`config.mk`:
```
export PLATFORM = sky130hd
export DESIGN_NAME = hpt_queue
export DESIGN_NICKNAME = d
export VERILOG_FILES = /design/src/hw/rtl/hpt_queue.sv
export SDC_FILE = /design/constraint.sdc
export NUM_CORES = 1
export LEC_CHECK = 0
export BUFFER_PORTS_ARGS = -buffer_cell sky130_fd_sc_hd__buf_2
export CORE_ASPECT_RATIO = 1.4
export CORE_MARGIN = 5
export CORE_UTILIZATION = 59
export CTS_CLUSTER_DIAMETER = 60
export DETAILED_ROUTE_END_ITERATION = 16
export PLACE_DENSITY = 0.82
export SYNTH_ARGS = -nofsm -noshare
export SYNTH_HDL_FRONTEND = slang
export SYNTH_SLANG_ARGS = --single-unit
```
`constraint.sdc`:
```
create_clock -name clk_i -period 4.04 [get_ports clk_i]
set_clock_uncertainty 0.05 [all_clocks]
set_input_delay 0.606 -clock clk_i [delete_from_list [all_inputs] [get_ports clk_i]]
set_output_delay 0.606 -clock clk_i [all_outputs]
set_load 0.005 [all_outputs]
```
`src/hw/rtl/hpt_queue.sv`:
```
// Four-entry queue decoupling the front end from the divider back end.
// Depends on hpt_pkg only through its users.
`default_nettype none

module hpt_queue #(
  parameter int unsigned WIDTH = 8
) (
  input  wire logic             clk_i,
  input  wire logic             rst_ni,
  input  wire logic             push_i,
  input  wire logic [WIDTH-1:0] data_i,
  output logic                  full_o,
  input  wire logic             pop_i,
  output logic                  avail_o,
  output logic [WIDTH-1:0]      data_o
);

  localparam int unsigned DEPTH = 4;

  logic [WIDTH-1:0] mem_q [DEPTH];
  logic [1:0] wr_q, rd_q;
  logic [2:0] cnt_q;

  always_ff @(posedge clk_i or negedge rst_ni) begin
    if (!rst_ni) begin
      wr_q  <= '0;
      rd_q  <= '0;
      cnt_q <= '0;
    end else begin
      if (push_i) wr_q <= wr_q + 2'd1;
      if (pop_i)  rd_q <= rd_q + 2'd1;
      cnt_q <= cnt_q + 3'(push_i) - 3'(pop_i);
    end
  end

  always_ff @(posedge clk_i) begin
    if (push_i) mem_q[wr_q] <= data_i;
  end

  assign full_o  = (cnt_q == 3'(DEPTH));
  assign avail_o = (cnt_q != '0);
  assign data_o  = mem_q[rd_q];

endmodule

`default_nettype wire

```
==> metrics <==
status complete, no violations; All-Layer GR Usage about 14%; CTS Hold Bufs 0; initial antenna violation count 0; Inserted Clock Buffers 5; final period utilization approximately 60%; Die Area approximately 3800 µm²; Layout Nets about 120; cell row count 22; worst path arrival time 1780 ps; sequential share of power a little over half; post-synthesis sequential area ratio between 70% and 80%; DP HPWL between 1500 and 2000 µm; non-filler cells, final between 100 and 150; min-delay worst type input pin to asynchronous set/reset pin; IO Pins 22; vias in the first global route around 770; cts repair resizes 0; clock network power share between 20% and 30%; critical path peak fanout 10; Synth Register Bits 39; WS Path Type flip-flop to output pin; antenna cell count 0; YS warnings 0; # clock sinks 39; CP max-delay cell dfrtp_1; CP Cell Sequence mux4_2 -> buf_2; setup violators final 0; upper clock frequency limit a little over 400 MHz; grt ovf 0; GPL Wtd Cong approximately 0.70; Core ar. 2560 µm²; first-pass GRT wire length approximately 3700 µm; Critical Path Start Type flip-flop; ANT nets after route 0; commonest non-fill, non-tap cells in the layout 32 x edfxtp_1, 21 x buf_2, 8 x mux4_2, 7 x dfrtp_1; Top delay family on crit path flip-flops; # Post-CTS Setup Buffers 0; fin. max-slew vios 0; Initial DRT Pass Iterations 4; largest net degree at the start of global routing 13; PwrDens 670.9 nW/µm²; Clock Latency Late Sink roughly 330 ps; final wirelength 2257 µm; Leak around 0.68 nW; Die Span Y about 71 µm; Max-slew headroom around three fifths; DRT iter0 DRCs 13; Sw Ratio ~28%; PnR Total Power roughly 0.0012 W; Final Hold Fails 0; Tmin final between 2000 and 2500 ps; Int Power between 0.0008 and 0.0009 W; Mapped Cells 76; Bufs and invs on worst path 1; Area growth syn-to-layout 13.61%; clk slew on worst S/H paths about 100 ps; synthesized cell area about 1500 µm²; Largest stage delay, worst path 720 ps; Wirelength per Cell 16.24 µm; Vias per Instance between 5 and 6; CTS tree yes; # port buffers 21; unrepaired setup endpoints after global routing false; Remaining DRCs 0; total number of vias ~720; clk root buf clkbuf_4; Placed Instances 131; H-tree depth 2; initial core utilization 60.31%; Cell variety after synth 15; Worst Setup End Kind output pin; Final TNS setup 0 ps; commonest non-fill, non-tap cell in the layout edfxtp_1; CTS max path bufs 2; post-synthesis net count 95; combinational share of power 26.8%; Peak supply drop 0.0004265 V; CP Data Required Time about 3400 ps; share of cells above drive strength 1 34.95%; die width around 53 µm; max-cap violations 0; Worst Max-Slew Pin Slew approximately 580 ps; NetSw approximately 0.00033 W; Syn Area/Cell slightly above 20 µm²
-- area by class of cell --
type / instances / area, µm²
Sequential cell: 39 / 1136
Fill cell: 185 / 805.8
Multi-Input combinational cell: 29 / 369.1
Timing Repair Buffer: 21 / 105.1
Tap cell: 36 / 45.04
Clock inverter: 3 / 38.79
Clock buffer: 5 / 37.54
Inverter: 6 / 22.52
-- synth_stat cells --
cell	instances	share of area (%)
mux4_2	8	12
o21ai_0	1	0.32
and3_1	1	0.41
and2_1	4	1.6
dfrtp_1	7	11
or3_1	1	0.41
nand2_1	2	0.49
edfxtp_1	32	62
buf_2	1	0.32
xor2_1	3	1.7
ha_1	6	4.9
inv_1	6	1.5
fa_1	1	1.3
xnor2_1	2	1.1
buf_6	1	0.73
-- layer usage --
layer	routed length [µm]	track usage [%]	vias to the layer above
li1	-	-	335
met1	882	16.94	362
met2	1210	23.47	21
met3	112	4.632	6
met4	51	6.818	0
met5	0	0	-
-- power by group through the flow --
stage / Combinational, W / Clock, W / Sequential (W)
after floorplan: 0.000265 / 0 / 0.000574
after global placement: 0.000305 / 0 / 0.000623
after detailed placement: 0.000321 / 0 / 0.000633
after CTS: 0.000324 / 0.000251 / 0.000624
after global routing: 0.000352 / 0.000267 / 0.000637
final: 0.000316 / 0.000243 / 0.000618
-- logic make-up after synthesis --
family                   after synthesis  synth area share, %
AO/OA/AOI/OAI                          1               0.3238
XOR/XNOR                               5                2.837
adder cells (fa/ha/maj)                7                6.159
buffers and inverters                  8                2.512
flip-flops                            39                73.58
multiplexers                           8                11.67
AND/OR/NAND/NOR                        8                2.918
-- worst paths after layout --
check,from,end,slack [ps],cells past startpoint
worst max register to register,cnt_q[0],cnt_q[2],2310,7
worst min register to register,cnt_q[2],cnt_q[2],450,1
worst min-delay path,rst_ni,wr_q[0],40,1
worst max-delay path,rd_q[0],data_o[6],1610,2
max in group asynchronous,rst_ni,cnt_q[2],3750,1
min in group clk_i,pop_i,rd_q[0],430,2
-- per-stage QoR --
| step | setup WS, ps | util, % | hold slack (ps) | cell area, µm² |
|---|---|---|---|---|
| finish | 1609 | 68.52 | 35.72 | 1754 |
| global placement | 1972 | 65.54 | 390.0 | 1678 |
| CTS | 1532 | 68.52 | 20.99 | 1754 |
| floorplan | 2168 | - | 260.4 | 1544 |
| global route | 1468 | 68.52 | 21.59 | 1754 |
| detailed placement | 1923 | 65.54 | 400.6 | 1678 |
-- state kept, by name (all words and copies together) (netlist names) --
register,count
cnt_q,3
mem_q,32
rd_q,2
wr_q,2
No activity file was read; power rests on OpenSTA's default activity.
